==> config.mk <==
export PLATFORM = sky130hd
export DESIGN_NAME = thick_line_rasterizer_unit
export DESIGN_NICKNAME = d
export VERILOG_FILES = /design/src/hdl/tlr_pkg.sv /design/src/hdl/tlr_datapath.sv /design/src/hdl/tlr_ctrl.sv /design/src/hdl/thick_line_rasterizer_unit.sv
export SDC_FILE = /design/constraint.sdc
export NUM_CORES = 1
export LEC_CHECK = 0
export BUFFER_PORTS_ARGS = -buffer_cell sky130_fd_sc_hd__buf_2
export CAP_MARGIN = 10
export CORE_MARGIN = 3
export CORE_UTILIZATION = 35
export CTS_CLUSTER_SIZE = 25
export DETAILED_ROUTE_END_ITERATION = 16
export PLACE_DENSITY = 0.53
export SYNTH_ARGS = -nofsm -noshare
export SYNTH_HDL_FRONTEND = slang
export SYNTH_SLANG_ARGS = --single-unit
==> constraint.sdc <==
create_clock -name clk -period 12.4 [get_ports clk]
set_input_delay 2.48 -clock clk [delete_from_list [all_inputs] [get_ports clk]]
set_output_delay 2.48 -clock clk [all_outputs]
set_load 0.01 [all_outputs]
==> src/hdl/tlr_pkg.sv <==
// Package for the thick line rasterizer: codes, defaults and the
// controller/datapath interface structs. No dependencies.
package tlr_pkg;

  localparam int CFG_W          = 13;
  localparam int CFG_IDX_W      = 1;
  localparam int COLOUR_W       = 16;
  localparam int COORD_BITS_DEF = 12;
  localparam int THICK_BITS_DEF = 8;

  localparam logic [CFG_W-1:0] WIDTH_RESET  = 13'd320;
  localparam logic [CFG_W-1:0] HEIGHT_RESET = 13'd240;

  localparam logic [CFG_IDX_W-1:0] CFG_DISPLAY_WIDTH  = 1'b0;
  localparam logic [CFG_IDX_W-1:0] CFG_DISPLAY_HEIGHT = 1'b1;

  localparam logic KIND_CMD = 1'b0;
  localparam logic KIND_ADV = 1'b1;

  localparam logic [1:0] MODE_MIDDLE = 2'd0;
  localparam logic [1:0] MODE_CW     = 2'd1;
  localparam logic [1:0] MODE_CCW    = 2'd2;

  typedef struct packed {
    logic load;       // latch a new command request
    logic setup;      // derive perpendicular walk parameters
    logic walk;       // one backward perpendicular step
    logic perp_init;  // reinitialize perpendicular error
    logic start;      // begin a sub-line
    logic step;       // one inner Bresenham step
    logic finish;     // forward perpendicular step to the next sub-line
    logic emit;       // load the output register
    logic emit_ovl;   // select the overlap pixel for the output
    logic final_pix;  // mark the emitted pixel as last
  } tlr_cmd_t;

  typedef struct packed {
    logic adj_zero;
    logic out_free;
    logic done;
    logic rem_zero;
    logic need_ovl;
  } tlr_status_t;

endpackage

==> src/hdl/tlr_datapath.sv <==
// Datapath of the thick line rasterizer: configuration registers, walk and
// line state, Bresenham step logic and the output register. Uses tlr_pkg.
module tlr_datapath import tlr_pkg::*; #(
  parameter int COORD_BITS = COORD_BITS_DEF,
  parameter int THICK_BITS = THICK_BITS_DEF
) (
  input  logic                  clk,
  input  logic                  rst_n,
  input  logic                  cfg_we,
  input  logic [CFG_IDX_W-1:0]  cfg_index,
  input  logic [CFG_W-1:0]      cfg_data,
  input  logic [COORD_BITS-1:0] in_x_first,
  input  logic [COORD_BITS-1:0] in_y_first,
  input  logic [COORD_BITS-1:0] in_x_last,
  input  logic [COORD_BITS-1:0] in_y_last,
  input  logic [THICK_BITS-1:0] in_thickness,
  input  logic [1:0]            in_side_mode,
  input  logic [COLOUR_W-1:0]   in_colour,
  input  tlr_cmd_t              cmd,
  output tlr_status_t           status,
  output logic                  out_valid,
  input  logic                  out_stall,
  output logic [COORD_BITS-1:0] out_pixel_x,
  output logic [COORD_BITS-1:0] out_pixel_y,
  output logic [COLOUR_W-1:0]   out_pixel_colour,
  output logic                  out_final_pixel
);

  localparam int CB   = COORD_BITS;
  localparam int TB   = THICK_BITS;
  localparam int EW   = ((CB > TB) ? CB : TB) + 2;
  localparam int ERRW = CB + 3;
  localparam int LW   = (CFG_W > CB + 1) ? CFG_W : CB + 1;

  function automatic logic [CB-1:0] size_lim(input logic [CFG_W-1:0] r);
    logic [LW-1:0] rw;
    rw = LW'(r);
    if (r == '0) return '0;
    else if (rw > (LW'(1) << CB)) return '1;
    else return CB'(rw - LW'(1));
  endfunction

  function automatic logic [CB-1:0] clip_u(input logic [CB-1:0] v, input logic [CB-1:0] lim);
    return (v > lim) ? lim : v;
  endfunction

  function automatic logic [CB-1:0] clip_s(input logic signed [EW-1:0] v,
                                           input logic [CB-1:0] lim);
    logic signed [EW-1:0] lw;
    lw = $signed(EW'(lim));
    if (v < 0) return '0;
    else if (v > lw) return lim;
    else return CB'(v);
  endfunction

  function automatic logic signed [ERRW-1:0] dbl(input logic [CB-1:0] d);
    return $signed(ERRW'({d, 1'b0}));
  endfunction

  function automatic logic signed [ERRW-1:0] ext(input logic [CB-1:0] d);
    return $signed(ERRW'(d));
  endfunction

  logic [CFG_W-1:0]           width_r, height_r;
  logic signed [EW-1:0]       ep_r [4];
  logic signed [ERRW-1:0]     perr_r, ierr_r;
  logic [CB-1:0]              pd_r [2];
  logic                       ps_r [2];
  logic [CB-1:0]              id_r [2];
  logic                       is_r [2];
  logic [CB-1:0]              cur_r [2];
  logic [CB-1:0]              end_r [2];
  logic [TB-1:0]              rem_r, adj_r, thick_r;
  logic [1:0]                 mode_r;
  logic                       ovl_flag_r, need_ovl_r;
  logic [COLOUR_W-1:0]        colour_r;
  logic [CB-1:0]              ovl_x_r, ovl_y_r;
  logic                       out_valid_r;
  logic [CB-1:0]              px_r, py_r;
  logic [COLOUR_W-1:0]        pcol_r;
  logic                       fin_r;

  logic [CB-1:0] lim_x, lim_y;
  assign lim_x = size_lim(width_r);
  assign lim_y = size_lim(height_r);

  // ---- setup of the perpendicular walk
  logic signed [EW-1:0] ax, ay;
  logic                 sx, sy, swap, x_major;
  logic [CB-1:0]        dax, day;
  logic [TB-1:0]        adj0, adj_inv, adj_s;
  logic                 psx_s, psy_s, thin;
  logic signed [ERRW-1:0] perr_s;

  always_comb begin
    ax = ep_r[3] - ep_r[1];
    ay = ep_r[2] - ep_r[0];
    sx = ax < 0;
    sy = ay < 0;
    dax = CB'(sx ? -ax : ax);
    day = CB'(sy ? -ay : ay);
    swap = ~(sx ^ sy);
    thin = thick_r <= TB'(1);
    if (mode_r == MODE_CCW) adj0 = thick_r - TB'(1);
    else if (mode_r == MODE_CW) adj0 = '0;
    else adj0 = thick_r >> 1;
    adj_inv = thick_r - TB'(1) - adj0;
    x_major = dax >= day;
    adj_s = adj0;
    psx_s = sx;
    psy_s = sy;
    if (x_major == swap) begin
      adj_s = adj_inv;
      psy_s = ~sy;
    end else begin
      psx_s = ~sx;
    end
    perr_s = x_major ? (dbl(day) - ext(dax)) : (dbl(dax) - ext(day));
  end

  // ---- one perpendicular step; direction backward for the initial walk
  logic                   p0, sgp, sgq, pminor;
  logic [CB-1:0]          dp, dq;
  logic signed [EW-1:0]   stp_p, stp_q, addx, addy;
  logic signed [ERRW-1:0] perr_mv, perr_init;

  always_comb begin
    p0 = pd_r[0] >= pd_r[1];
    dp = p0 ? pd_r[0] : pd_r[1];
    dq = p0 ? pd_r[1] : pd_r[0];
    sgp = (p0 ? ps_r[0] : ps_r[1]) ^ cmd.walk;
    sgq = (p0 ? ps_r[1] : ps_r[0]) ^ cmd.walk;
    stp_p = sgp ? -EW'(1) : EW'(1);
    stp_q = sgq ? -EW'(1) : EW'(1);
    pminor = perr_r >= 0;
    addx = p0 ? stp_p : (pminor ? stp_q : '0);
    addy = p0 ? (pminor ? stp_q : '0) : stp_p;
    perr_mv = perr_r - (pminor ? dbl(dp) : '0) + dbl(dq);
    perr_init = dbl(dq) - ext(dp);
  end

  // ---- sub-line start
  logic [CB-1:0]         bx0, by0, bx1, by1, bdx, bdy;
  logic signed [CB:0]    dxs, dys;
  logic signed [ERRW-1:0] ierr_s;

  always_comb begin
    bx0 = clip_s(ep_r[0], lim_x);
    by0 = clip_s(ep_r[1], lim_y);
    bx1 = clip_s(ep_r[2], lim_x);
    by1 = clip_s(ep_r[3], lim_y);
    dxs = $signed({1'b0, bx1}) - $signed({1'b0, bx0});
    dys = $signed({1'b0, by1}) - $signed({1'b0, by0});
    bdx = CB'(dxs < 0 ? -dxs : dxs);
    bdy = CB'(dys < 0 ? -dys : dys);
    ierr_s = (bdx > bdy) ? (dbl(bdy) - ext(bdx)) : (dbl(bdx) - ext(bdy));
  end

  // ---- inner Bresenham step
  logic                   a0, iminor;
  logic [CB-1:0]          maj_x, maj_y, nx, ny;
  logic signed [ERRW-1:0] ierr_nx;

  always_comb begin
    a0 = id_r[0] > id_r[1];
    iminor = ierr_r >= 0;
    maj_x = a0 ? (is_r[0] ? cur_r[0] - CB'(1) : cur_r[0] + CB'(1)) : cur_r[0];
    maj_y = a0 ? cur_r[1] : (is_r[1] ? cur_r[1] - CB'(1) : cur_r[1] + CB'(1));
    nx = maj_x;
    ny = maj_y;
    if (iminor) begin
      if (a0) ny = is_r[1] ? maj_y - CB'(1) : maj_y + CB'(1);
      else    nx = is_r[0] ? maj_x - CB'(1) : maj_x + CB'(1);
    end
    ierr_nx = ierr_r - (iminor ? dbl(a0 ? id_r[0] : id_r[1]) : '0)
              + dbl(a0 ? id_r[1] : id_r[0]);
  end

  always_comb begin
    status.adj_zero = adj_r == '0;
    status.out_free = ~out_valid_r | ~out_stall;
    status.done     = a0 ? (cur_r[0] == end_r[0]) : (cur_r[1] == end_r[1]);
    status.rem_zero = rem_r == '0;
    status.need_ovl = need_ovl_r;
  end

  always_ff @(posedge clk) begin
    if (!rst_n) begin
      width_r     <= WIDTH_RESET;
      height_r    <= HEIGHT_RESET;
      out_valid_r <= 1'b0;
      rem_r       <= '0;
      adj_r       <= '0;
      ovl_flag_r  <= 1'b0;
      need_ovl_r  <= 1'b0;
    end else begin
      if (cfg_we) begin
        if (cfg_index == CFG_DISPLAY_WIDTH) width_r <= cfg_data;
        else                                height_r <= cfg_data;
      end
      if (cmd.load) begin
        ep_r[0]    <= $signed(EW'(clip_u(in_x_first, lim_x)));
        ep_r[1]    <= $signed(EW'(clip_u(in_y_first, lim_y)));
        ep_r[2]    <= $signed(EW'(clip_u(in_x_last, lim_x)));
        ep_r[3]    <= $signed(EW'(clip_u(in_y_last, lim_y)));
        thick_r    <= in_thickness;
        mode_r     <= in_side_mode;
        colour_r   <= in_colour;
        ovl_flag_r <= 1'b0;
      end
      if (cmd.setup) begin
        if (thin) begin
          pd_r[0] <= '0; pd_r[1] <= '0;
          ps_r[0] <= 1'b0; ps_r[1] <= 1'b0;
          perr_r  <= '0;
          rem_r   <= '0;
          adj_r   <= '0;
        end else begin
          pd_r[0] <= dax; pd_r[1] <= day;
          ps_r[0] <= psx_s; ps_r[1] <= psy_s;
          perr_r  <= perr_s;
          rem_r   <= thick_r - TB'(1);
          adj_r   <= adj_s;
        end
      end
      if (cmd.walk || cmd.finish) begin
        ep_r[0] <= ep_r[0] + addx;
        ep_r[2] <= ep_r[2] + addx;
        ep_r[1] <= ep_r[1] + addy;
        ep_r[3] <= ep_r[3] + addy;
        perr_r  <= perr_mv;
      end
      if (cmd.walk) adj_r <= adj_r - TB'(1);
      if (cmd.finish) begin
        rem_r      <= rem_r - TB'(1);
        ovl_flag_r <= pminor;
      end
      if (cmd.perp_init) perr_r <= perr_init;
      if (cmd.start) begin
        cur_r[0] <= bx0; cur_r[1] <= by0;
        end_r[0] <= bx1; end_r[1] <= by1;
        id_r[0]  <= bdx; id_r[1] <= bdy;
        is_r[0]  <= dxs < 0; is_r[1] <= dys < 0;
        ierr_r   <= ierr_s;
      end
      if (cmd.step) begin
        ovl_x_r    <= maj_x;
        ovl_y_r    <= maj_y;
        need_ovl_r <= iminor & ovl_flag_r;
        cur_r[0]   <= nx;
        cur_r[1]   <= ny;
        ierr_r     <= ierr_nx;
      end
      if (cmd.emit) begin
        out_valid_r <= 1'b1;
        px_r        <= cmd.emit_ovl ? ovl_x_r : cur_r[0];
        py_r        <= cmd.emit_ovl ? ovl_y_r : cur_r[1];
        pcol_r      <= colour_r;
        fin_r       <= cmd.final_pix;
      end else if (!out_stall) begin
        out_valid_r <= 1'b0;
      end
    end
  end

  assign out_valid        = out_valid_r;
  assign out_pixel_x      = px_r;
  assign out_pixel_y      = py_r;
  assign out_pixel_colour = pcol_r;
  assign out_final_pixel  = fin_r;

endmodule

==> src/hdl/tlr_ctrl.sv <==
// Controller of the thick line rasterizer: sequences command setup, the
// perpendicular walk, sub-line starts and pixel emission. Uses tlr_pkg.
module tlr_ctrl import tlr_pkg::*; (
  input  logic        clk,
  input  logic        rst_n,
  input  logic        in_valid,
  input  logic        in_kind,
  output logic        in_stall,
  input  tlr_status_t status,
  output tlr_cmd_t    cmd
);

  typedef enum logic [2:0] {
    S_IDLE, S_SETUP, S_WALK, S_BEGIN, S_STEP, S_OVL, S_MAIN, S_FINISH
  } state_t;

  typedef enum logic [1:0] {
    PH_IDLE, PH_START, PH_STEP
  } phase_t;

  state_t state_r, state_nxt;
  phase_t phase_r, phase_nxt;

  always_comb begin
    cmd       = '0;
    state_nxt = state_r;
    phase_nxt = phase_r;
    in_stall  = state_r != S_IDLE;
    unique case (state_r)
      S_IDLE: begin
        if (in_valid) begin
          if (in_kind == KIND_CMD) begin
            cmd.load  = 1'b1;
            state_nxt = S_SETUP;
          end else if (phase_r == PH_START) begin
            state_nxt = S_MAIN;
          end else if (phase_r == PH_STEP) begin
            state_nxt = S_STEP;
          end
        end
      end
      S_SETUP: begin
        cmd.setup = 1'b1;
        state_nxt = S_WALK;
      end
      S_WALK: begin
        if (status.adj_zero) begin
          cmd.perp_init = 1'b1;
          state_nxt     = S_BEGIN;
        end else begin
          cmd.walk = 1'b1;
        end
      end
      S_BEGIN: begin
        cmd.start = 1'b1;
        phase_nxt = PH_START;
        state_nxt = S_IDLE;
      end
      S_STEP: begin
        cmd.step  = 1'b1;
        state_nxt = S_OVL;
      end
      S_OVL: begin
        if (!status.need_ovl) begin
          state_nxt = S_MAIN;
        end else if (status.out_free) begin
          cmd.emit     = 1'b1;
          cmd.emit_ovl = 1'b1;
          state_nxt    = S_MAIN;
        end
      end
      S_MAIN: begin
        if (status.out_free) begin
          cmd.emit      = 1'b1;
          cmd.final_pix = status.done & status.rem_zero;
          if (!status.done) begin
            phase_nxt = PH_STEP;
            state_nxt = S_IDLE;
          end else if (status.rem_zero) begin
            phase_nxt = PH_IDLE;
            state_nxt = S_IDLE;
          end else begin
            state_nxt = S_FINISH;
          end
        end
      end
      S_FINISH: begin
        cmd.finish = 1'b1;
        state_nxt  = S_BEGIN;
      end
      default: state_nxt = S_IDLE;
    endcase
  end

  always_ff @(posedge clk) begin
    if (!rst_n) begin
      state_r <= S_IDLE;
      phase_r <= PH_IDLE;
    end else begin
      state_r <= state_nxt;
      phase_r <= phase_nxt;
    end
  end

endmodule

==> src/hdl/thick_line_rasterizer_unit.sv <==
// Thick line rasterizer top level: controller plus datapath.
// Depends on tlr_pkg, tlr_ctrl and tlr_datapath.
// A command request: load, setup, S backward perpendicular steps that
// center the shape (up to thickness-1), error seed, sub-line start.
// An advance request emits a pixel in the start phase; in the stepping
// phase it steps and emits, plus a sub-line start when one closes.
// One request at a time; pixels leave through a single output register.
// Reset (rst_n low, synchronous) idles the block and restores 320 x 240.
module thick_line_rasterizer_unit import tlr_pkg::*; #(
  parameter int COORD_BITS = COORD_BITS_DEF,
  parameter int THICK_BITS = THICK_BITS_DEF
) (
  input  logic                  clk,
  input  logic                  rst_n,
  input  logic                  cfg_we,
  input  logic [CFG_IDX_W-1:0]  cfg_index,
  input  logic [CFG_W-1:0]      cfg_data,
  input  logic                  in_valid,
  output logic                  in_stall,
  input  logic                  in_kind,
  input  logic [COORD_BITS-1:0] in_x_first,
  input  logic [COORD_BITS-1:0] in_y_first,
  input  logic [COORD_BITS-1:0] in_x_last,
  input  logic [COORD_BITS-1:0] in_y_last,
  input  logic [THICK_BITS-1:0] in_thickness,
  input  logic [1:0]            in_side_mode,
  input  logic [COLOUR_W-1:0]   in_colour,
  output logic                  out_valid,
  input  logic                  out_stall,
  output logic [COORD_BITS-1:0] out_pixel_x,
  output logic [COORD_BITS-1:0] out_pixel_y,
  output logic [COLOUR_W-1:0]   out_pixel_colour,
  output logic                  out_final_pixel
);

  tlr_cmd_t    cmd;
  tlr_status_t status;

  // Sequence each request: setup, walk, sub-line start, step and emit.
  tlr_ctrl u_ctrl (
    .clk      (clk),
    .rst_n    (rst_n),
    .in_valid (in_valid),
    .in_kind  (in_kind),
    .in_stall (in_stall),
    .status   (status),
    .cmd      (cmd)
  );

  // Hold the shape state and the output register; advance on commands.
  tlr_datapath #(
    .COORD_BITS (COORD_BITS),
    .THICK_BITS (THICK_BITS)
  ) u_datapath (
    .clk              (clk),
    .rst_n            (rst_n),
    .cfg_we           (cfg_we),
    .cfg_index        (cfg_index),
    .cfg_data         (cfg_data),
    .in_x_first       (in_x_first),
    .in_y_first       (in_y_first),
    .in_x_last        (in_x_last),
    .in_y_last        (in_y_last),
    .in_thickness     (in_thickness),
    .in_side_mode     (in_side_mode),
    .in_colour        (in_colour),
    .cmd              (cmd),
    .status           (status),
    .out_valid        (out_valid),
    .out_stall        (out_stall),
    .out_pixel_x      (out_pixel_x),
    .out_pixel_y      (out_pixel_y),
    .out_pixel_colour (out_pixel_colour),
    .out_final_pixel  (out_final_pixel)
  );

endmodule

== After elaboration in Yosys (flattened, before gate mapping) ==
Memories as Yosys holds them, arrays and structs flattened.
Cells that the tools add are included.

* Bits in registers: 171
* Latch bits: 0
* Memory bits (writable): 156
* Memory bits (read-only): 0
* Input port bits: 94
* Output and inout port bits: 43
* Logic and storage cells: 282
* Memories: 7

{| class="wikitable"
|+ Memory list
! memory !! words !! bits a word !! rd ports !! clocked after memory_dff !! wr ports !! RTL line !! RTL
|-
| u_datapath.ep_r || 4 || 14 || 4 || 0 || 4 || tlr_datapath.sv:65 || <nowiki>logic signed [EW-1:0] ep_r [4];</nowiki>
|-
| u_datapath.cur_r || 2 || 12 || 2 || 0 || 2 || tlr_datapath.sv:71 || <nowiki>logic [CB-1:0] cur_r [2];</nowiki>
|-
| u_datapath.end_r || 2 || 12 || 2 || 0 || 2 || tlr_datapath.sv:72 || <nowiki>logic [CB-1:0] end_r [2];</nowiki>
|-
| u_datapath.id_r || 2 || 12 || 2 || 0 || 2 || tlr_datapath.sv:69 || <nowiki>logic [CB-1:0] id_r [2];</nowiki>
|-
| u_datapath.pd_r || 2 || 12 || 2 || 0 || 2 || tlr_datapath.sv:67 || <nowiki>logic [CB-1:0] pd_r [2];</nowiki>
|-
| u_datapath.is_r || 2 || 1 || 2 || 0 || 2 || tlr_datapath.sv:70 || <nowiki>logic is_r [2];</nowiki>
|-
| +1 memories || n/a || n/a || n/a || n/a || n/a || n/a ||
|}

* Add/subtract/negate cells: 35
* $mul: 0
* Divide/modulo/power cells: 0
* $lt $le $gt $ge: 25
* Equality and inequality tests: 21
* Shift operators: 0
* Muxes and demuxes: 129
* Bitwise gates (word level): 22
* Reduce and logical (&&, ||, !) cells: 23

{| class="wikitable"
|+ Operator list
! operator !! number
|-
| two-way mux 12 bit || 40
|-
| two-way mux 14 bit || 9
|-
| two-way mux 15 bit || 8
|-
| < comparator 14 x 1 -> 1 bit, second input constant || 6
|-
| > comparator 12 bit || 6
|-
| subtractor 12 x 1 -> 12 bit, second input constant || 6
|-
| subtractor 13 x 12 -> 14 bit || 5
|-
| two-way mux 8 bit || 8
|-
| adder 14 bit || 4
|-
| > comparator 14 x 13 -> 1 bit || 4
|-
| adder 12 x 1 -> 12 bit, second input constant || 4
|-
| negator 12 bit || 4
|-
| two-way mux 1 bit || 42
|-
| adder 15 x 13 -> 15 bit || 2
|-
| greater-or-equal comparator 15 x 1 -> 1 bit, second input constant || 2
|-
| two-way mux 3 bit || 10
|-
| subtractor 15 x 13 -> 15 bit || 2
|-
| subtractor 14 bit || 2
|-
| > comparator 13 bit, second input constant || 2
|-
| logical NOT 13 bit || 2
|-
| < comparator 13 x 1 -> 1 bit, second input constant || 2
|-
| two-way mux 13 bit || 2
|-
| subtractor 12 x 12 -> 13 bit || 2
|-
| equality test 12 bit || 2
|-
| other kinds (31) || 79
|}

== Longest topological paths before layout ==
* Depth in word-level cells: 13
* Mapped depth: 46

== By module ==
From an unflattened synthesis, not the netlist that was laid out.

* Cell total of the unflattened synthesis: 3497
* Area total of the unflattened synthesis: 30971.0 µm²

{| class="wikitable"
|+ Modules (own cells, without submodules)
! module !! instances !! cells an instance !! area each (µm²) !! sequential area each (µm²)
|-
| tlr_datapath || 1 || 3439 || 30526.8 || 9158.8
|-
| tlr_ctrl || 1 || 58 || 444.2 || 100.1
|}

== Least setup slack after synthesis ==
OpenSTA, ideal clock, no wires.

* Kind: flip-flop to flip-flop
* From: reg u_datapath.height_r[2]
* To: reg u_datapath.ierr_r[12], data pin
* Library setup time: 0.256 ns
* Arrival: 9.094 ns
* Setup slack: 3.051 ns
* Cell stages (with the launch flop): 44
* Cell sequence: dfxtp_1 -> or4_1 -> nor4_1 -> nor3b_1 -> nand3b_1 -> nor2_1 -> o21ai_0 -> inv_1 -> ha_1 -> a21oi_1 -> nor2b_1 -> o21ai_0 -> nand2_1 -> a21oi_1 -> o21ai_0 -> a21o_1 -> a21o_1 -> a21oi_1 -> [8 not listed] -> a21oi_2 -> inv_1 -> and2_1 -> xnor2_1 -> inv_1 -> ha_1 -> inv_1 -> nor2_1 -> o21a_1 -> o21a_1 -> o21ai_0 -> a21oi_1 -> or2_2 -> maj3_1 -> maj3_1 -> o21ai_0 -> o311ai_0 -> o211a_1

* Word-level cells in the longest chain between the ends: 13
* Elaborated cells on any way between the ends: 21

{| class="wikitable"
|+ RTL lines
! element !! RTL line !! RTL
|-
| start: declaration || tlr_datapath.sv:64 || <nowiki>logic [CFG_W-1:0] width_r, height_r;</nowiki>
|-
| start signal: assignment || tlr_datapath.sv:199 || <nowiki>else height_r <= cfg_data;</nowiki>
|-
| subtractor 12 x 1 -> 12 bit / > comparator 13 bit (equally long branches) || tlr_datapath.sv:40, tlr_datapath.sv:39 ||
|-
| two-way mux 12 bit || tlr_datapath.sv:39 || <nowiki>else if (rw > (LW'(1) << CB)) return '1;</nowiki>
|-
| two-way mux 12 bit (*) || tlr_datapath.sv:38 || <nowiki>if (r == '0) return '0;</nowiki>
|-
| > comparator 14 x 13 -> 1 bit || tlr_datapath.sv:52 || <nowiki>else if (v > lw) return lim;</nowiki>
|-
| two-way mux 12 bit (*) || tlr_datapath.sv:52 ||
|-
| two-way mux 12 bit (*) || tlr_datapath.sv:51 || <nowiki>if (v < 0) return '0;</nowiki>
|-
| net u_datapath.by1[4] || tlr_datapath.sv:143 || <nowiki>logic [CB-1:0] bx0, by0, bx1, by1, bdx, bdy;</nowiki>
|-
| subtractor 12 x 12 -> 13 bit (*) || tlr_datapath.sv:153 || <nowiki>dys = $signed({1'b0, by1}) - $signed({1'b0, by0});</nowiki>
|-
| net u_datapath.dys[12] || tlr_datapath.sv:144 || <nowiki>logic signed [CB:0] dxs, dys;</nowiki>
|-
| < comparator 13 x 1 -> 1 bit (*) || tlr_datapath.sv:155 || <nowiki>bdy = CB'(dys < 0 ? -dys : dys);</nowiki>
|-
| two-way mux 12 bit (*) || tlr_datapath.sv:155 ||
|-
| net u_datapath.bdy[3] || tlr_datapath.sv:143 ||
|-
| subtractor 13 x 12 -> 14 bit / > comparator 12 bit (equally long branches) || tlr_datapath.sv:156 || <nowiki>ierr_s = (bdx > bdy) ? (dbl(bdy) - ext(bdx)) : (dbl(bdx) - ext(bdy));</nowiki>
|-
| two-way mux 15 bit (*) || tlr_datapath.sv:156 ||
|-
| two-way mux 15 bit (*) || tlr_datapath.sv:239 || <nowiki>if (cmd.start) begin</nowiki>
|-
| two-way mux 15 bit (*) || tlr_datapath.sv:246 || <nowiki>if (cmd.step) begin</nowiki>
|-
| end signal: assignment || tlr_datapath.sv:244 || <nowiki>ierr_r <= ierr_s;</nowiki>
|-
| end signal: assignment || tlr_datapath.sv:252 || <nowiki>ierr_r <= ierr_nx;</nowiki>
|-
| end: declaration || tlr_datapath.sv:66 || <nowiki>logic signed [ERRW-1:0] perr_r, ierr_r;</nowiki>
|}

The timed path passes the listed nets; every way through them passes the cells marked *. The select of a mux whose other input is x is not followed.
A chain may end at the register's enable or synchronous reset.

== Final worst setup path ==
* From: reg u_datapath.height_r[2]
* To: reg u_datapath.ierr_r[12], data pin

* Word-level cells in the longest chain between the ends: 13
* Elaborated cells on any way between the ends: 21

{| class="wikitable"
|+ RTL lines
! element !! RTL line
|-
| subtractor 12 x 1 -> 12 bit / > comparator 13 bit (equally long branches) || tlr_datapath.sv:40, tlr_datapath.sv:39
|-
| two-way mux 12 bit || tlr_datapath.sv:39
|-
| two-way mux 12 bit (*) || tlr_datapath.sv:38
|-
| > comparator 14 x 13 -> 1 bit || tlr_datapath.sv:52
|-
| two-way mux 12 bit || tlr_datapath.sv:52
|-
| two-way mux 12 bit || tlr_datapath.sv:51
|-
| subtractor 12 x 12 -> 13 bit (*) || tlr_datapath.sv:153
|-
| net u_datapath.dys[12] || tlr_datapath.sv:144
|-
| < comparator 13 x 1 -> 1 bit (*) || tlr_datapath.sv:155
|-
| two-way mux 12 bit (*) || tlr_datapath.sv:155
|-
| net u_datapath.bdy[3] || tlr_datapath.sv:143
|-
| subtractor 13 x 12 -> 14 bit / > comparator 12 bit (equally long branches) || tlr_datapath.sv:156
|-
| two-way mux 15 bit (*) || tlr_datapath.sv:156
|-
| two-way mux 15 bit (*) || tlr_datapath.sv:239
|-
| two-way mux 15 bit (*) || tlr_datapath.sv:246
|}

Marks and branches as above.

==> reports/qor.csv <==
stage,metric,value,unit
sta,setup_tns,0,ns
drt,wl_per_cell,19.4,µm
synth,async_flop_share,0,%
worst_setup_path,start_kind,register,
global_routing,met2_usage,29.3,%
clock_network,clk_pin_slew,0.05,ns
layout,nets,4010,
synth,syn_inst,3370,
synth,synth_seq_cells,325,
worst_setup_path,required,12.73,ns
run_status,status,"complete, no violations",
layout,layout-drive-gt1-share,9.50,%
global_routing,grt_pass1_wl,141000,µm
clock_network,ctsResizeCount,0,
worst_setup_path,crit_top_cell,o21ai_0,
synth,synth.distinct_cells,92,
global_routing,met3_usage,3.50,%
drt,wl,90600,µm
clock_network,cts_sinks,325,
worst_setup_path,cp.arrival,11.38,ns
worst_setup_path,r2r-start,u_datapath.height_r[2],
sta,grt_setup_unrepaired,false,
floorplanning,dieArea,90600,µm²
sta,setup_viol,0,
sta,fmax,90.4,MHz
placed_design,dpl_cell_area,32600,µm²
worst_setup_path,reg2regPathDepth,43,
clock_network,htree_num_levels,2,
clock_network,clk_latency,0.59,ns
synth,yosys_warnings,0,
run,cap_violations,0,
global_routing,use_met1,30.0,%
drt,vias,24700,
floorplanning,core,85700,µm²
worst_setup_path,slowest_stage,or4_1,
synth,avgSynthCellArea,9.04,µm²
sta,setup_ws,1.34,ns
clock_network,cts_made_buffers,42,
layout,area_delta_synth_final,11.5,%
min_path,min_to,u_datapath.out_pixel_colour[12],
floorplanning,io_pins,137,
sta,finClkSkew,0.0239,ns
global_routing,overflow,0,
drt,firstDrtPassIters,5,
synth,yosysSeqAreaShare,30.4,%
drt,ant_nets,0,
drt,drt_iter0_drc,1859,
worst_setup_path,worstReg2RegEnd,u_datapath.ierr_r[12],
min_path,hp-class,reg2reg,
worst_setup_path,path_class,reg2reg,
floorplanning,die_h,301,µm
global_routing,gr-usage-all-layers,19.8,%
layout,final_cell_area,34000,µm²
worst_setup_path,r2r_setup_slack,1.34,ns
sta,finalHoldViolCount,0,
placed_design,place_ws,1.54,ns
global_routing,antenna_found_initial,7,
min_path,hold_start,u_datapath.colour_r[12],
sta,period_minus_slack,11.06,ns
sta,slew_headroom,23.9,%
synth,ys.flop_type,edfxtp_1,
synth,synth_common_cells,"ha_1, nand2_1, edfxtp_1",
floorplanning,row_count,107,
layout,final_cell_count_no_fill,4672,
synth,syn_area,30500,µm²
worst_setup_path,cp_max_fo,10,
synth,synth_edf_count,275,
sta,final_max_slew_viol_count,0,
floorplanning,start_util,35.5,%
synth,yosysMostFrequentCell,ha_1,
global_routing,grt_start_max_net_pins,96,
worst_setup_path,cpLargestDelayFamily,compound AO/OA/AOI/OAI gates,
placed_design,placed_cells,4593,
global_routing,grt_pass1_vias,23600,
drt,drcViolationCount,0,
worst_setup_path,endpoint_kind,register,
sta,finalCritPeriodShare,89.2,%
worst_setup_path,worst_path_largest_cell_delay,0.59,ns
global_routing,grt_most_used_layer,met1,
placed_design,gp_congestion,0.888,
synth,syn_nets,3887,
drt,drt-vias-per-instance,5.28,
placed_design,hpwl,71900,µm
synth,synth_top_area_cell,edfxtp_1,
clock_network,cts_tree,done,
synth,synth.area.top_cells,"edfxtp_1, ha_1, xnor2_1",
placed_design,io_buffers,136,
clock_network,clockBufferDepth,3,
clock_network,root_buffer,clkbuf_16,
synth,synthDominantCellAreaShare,27.1,%
worst_setup_path,crit_buf_inv,4,
clock_network,ctsHoldBuffers,0,
min_path,hold_depth,0,
floorplanning,die_w,301,µm
sta,worst_pin_slew,1.14,ns
clock_network,postCtsSetupRepairBufs,0,
registers in the layout, summed over array words and instances, names as in the netlist, 12 cells and up:
name / flops
u_datapath.ep_r: 56
u_datapath.cur_r: 24
u_datapath.end_r: 24
u_datapath.id_r: 24
u_datapath.pd_r: 24
u_datapath.colour_r: 16
u_datapath.out_pixel_colour: 16
u_datapath.ierr_r: 14
u_datapath.perr_r: 14
u_datapath.height_r: 13
u_datapath.width_r: 13
u_datapath.out_pixel_x: 12
u_datapath.out_pixel_y: 12
u_datapath.ovl_x_r: 12
u_datapath.ovl_y_r: 12
worst register-to-register path: cells and delay by family, from the launching register on:
kind,cells,cell delay (ns)
XOR/XNOR,1,0.26
buffers and inverters,4,0.65
adder cells (fa/ha/maj),6,2.02
multiplexers,1,0.20
AO/OA/AOI/OAI,19,4.18
AND/OR/NAND/NOR,12,3.14
flip-flops,1,0.35
how the worst max path moves through the flow:
stage | depth (start not counted) | end | startpoint
2_1_floorplan | 43 | u_datapath.ierr_r[12] | u_datapath.height_r[2]
3_3_place_gp | 43 | u_datapath.ierr_r[12] | u_datapath.height_r[2]
3_5_place_dp | 43 | u_datapath.ierr_r[12] | u_datapath.height_r[2]
4_1_cts | 43 | u_datapath.ierr_r[12] | u_datapath.height_r[2]
5_1_grt | 43 | u_datapath.ierr_r[12] | u_datapath.height_r[2]
6_report | 43 | u_datapath.ierr_r[12] | u_datapath.height_r[2]
per-layer routing:
layer / part of all wire, % / up-vias
li1: - / 12400
met1: 51 / 11600
met2: 42 / 592
met3: 6.0 / 83
met4: 1.5 / 6
met5: 0.040 / -
cells in the final DEF (no fill, tap or decap), drive strengths merged, types with 44 or more instances in the layout:
master / netlist / layout
a21o: 100 / 100
a21oi: 250 / 250
buf: 7 / 176
clkbuf: 90 / 56
dfxtp: 50 / 50
edfxtp: 275 / 275
fa: 44 / 44
ha: 379 / 379
inv: 263 / 266
mux2i: 109 / 109
nand2: 319 / 319
nand3: 44 / 44
nor2: 254 / 254
nor2b: 51 / 51
nor3: 65 / 65
o21ai: 205 / 205
o21bai: 56 / 56
xnor2: 205 / 205
xor2: 94 / 94
layout make-up:
type | count | area (µm²)
fillers | 8683 | 51700
multi-input cells | 2684 | 19900
flip-flops and latches | 325 | 9260
well taps | 1144 | 1430
clock buffers | 56 | 1160
inverters | 264 | 991
repair buffers | 176 | 981
clock inverters | 21 | 236
diodes | 2 | 5.00
logic make-up (layout without fill, tap and decap cells):
group	after synthesis	count (layout)	synth area share [%]
adders and majority gates	430	430	18.7
DFF	325	325	30.4
xor gates and xnor gates	300	300	8.80
other	0	2	0
AOI/OAI and AO/OA	884	884	18.8
muxes	136	136	4.58
buffers and inverters	361	517	4.52
and+or+nand+nor	934	934	14.2
stage by stage:
| stage | hold slack [ns] | util [%] |
|---|---|---|
| finish | 0.402 | 39.6 |
| global placement | 0.401 | 38.0 |
| detailed placement | 0.405 | 38.0 |
| global route | 0.425 | 39.6 |
| floorplan | 0.400 | - |
| CTS | 0.408 | 39.6 |
Power is not shown: default switching activity piles up to over one toggle a cycle in this logic, so the estimate is an artifact.
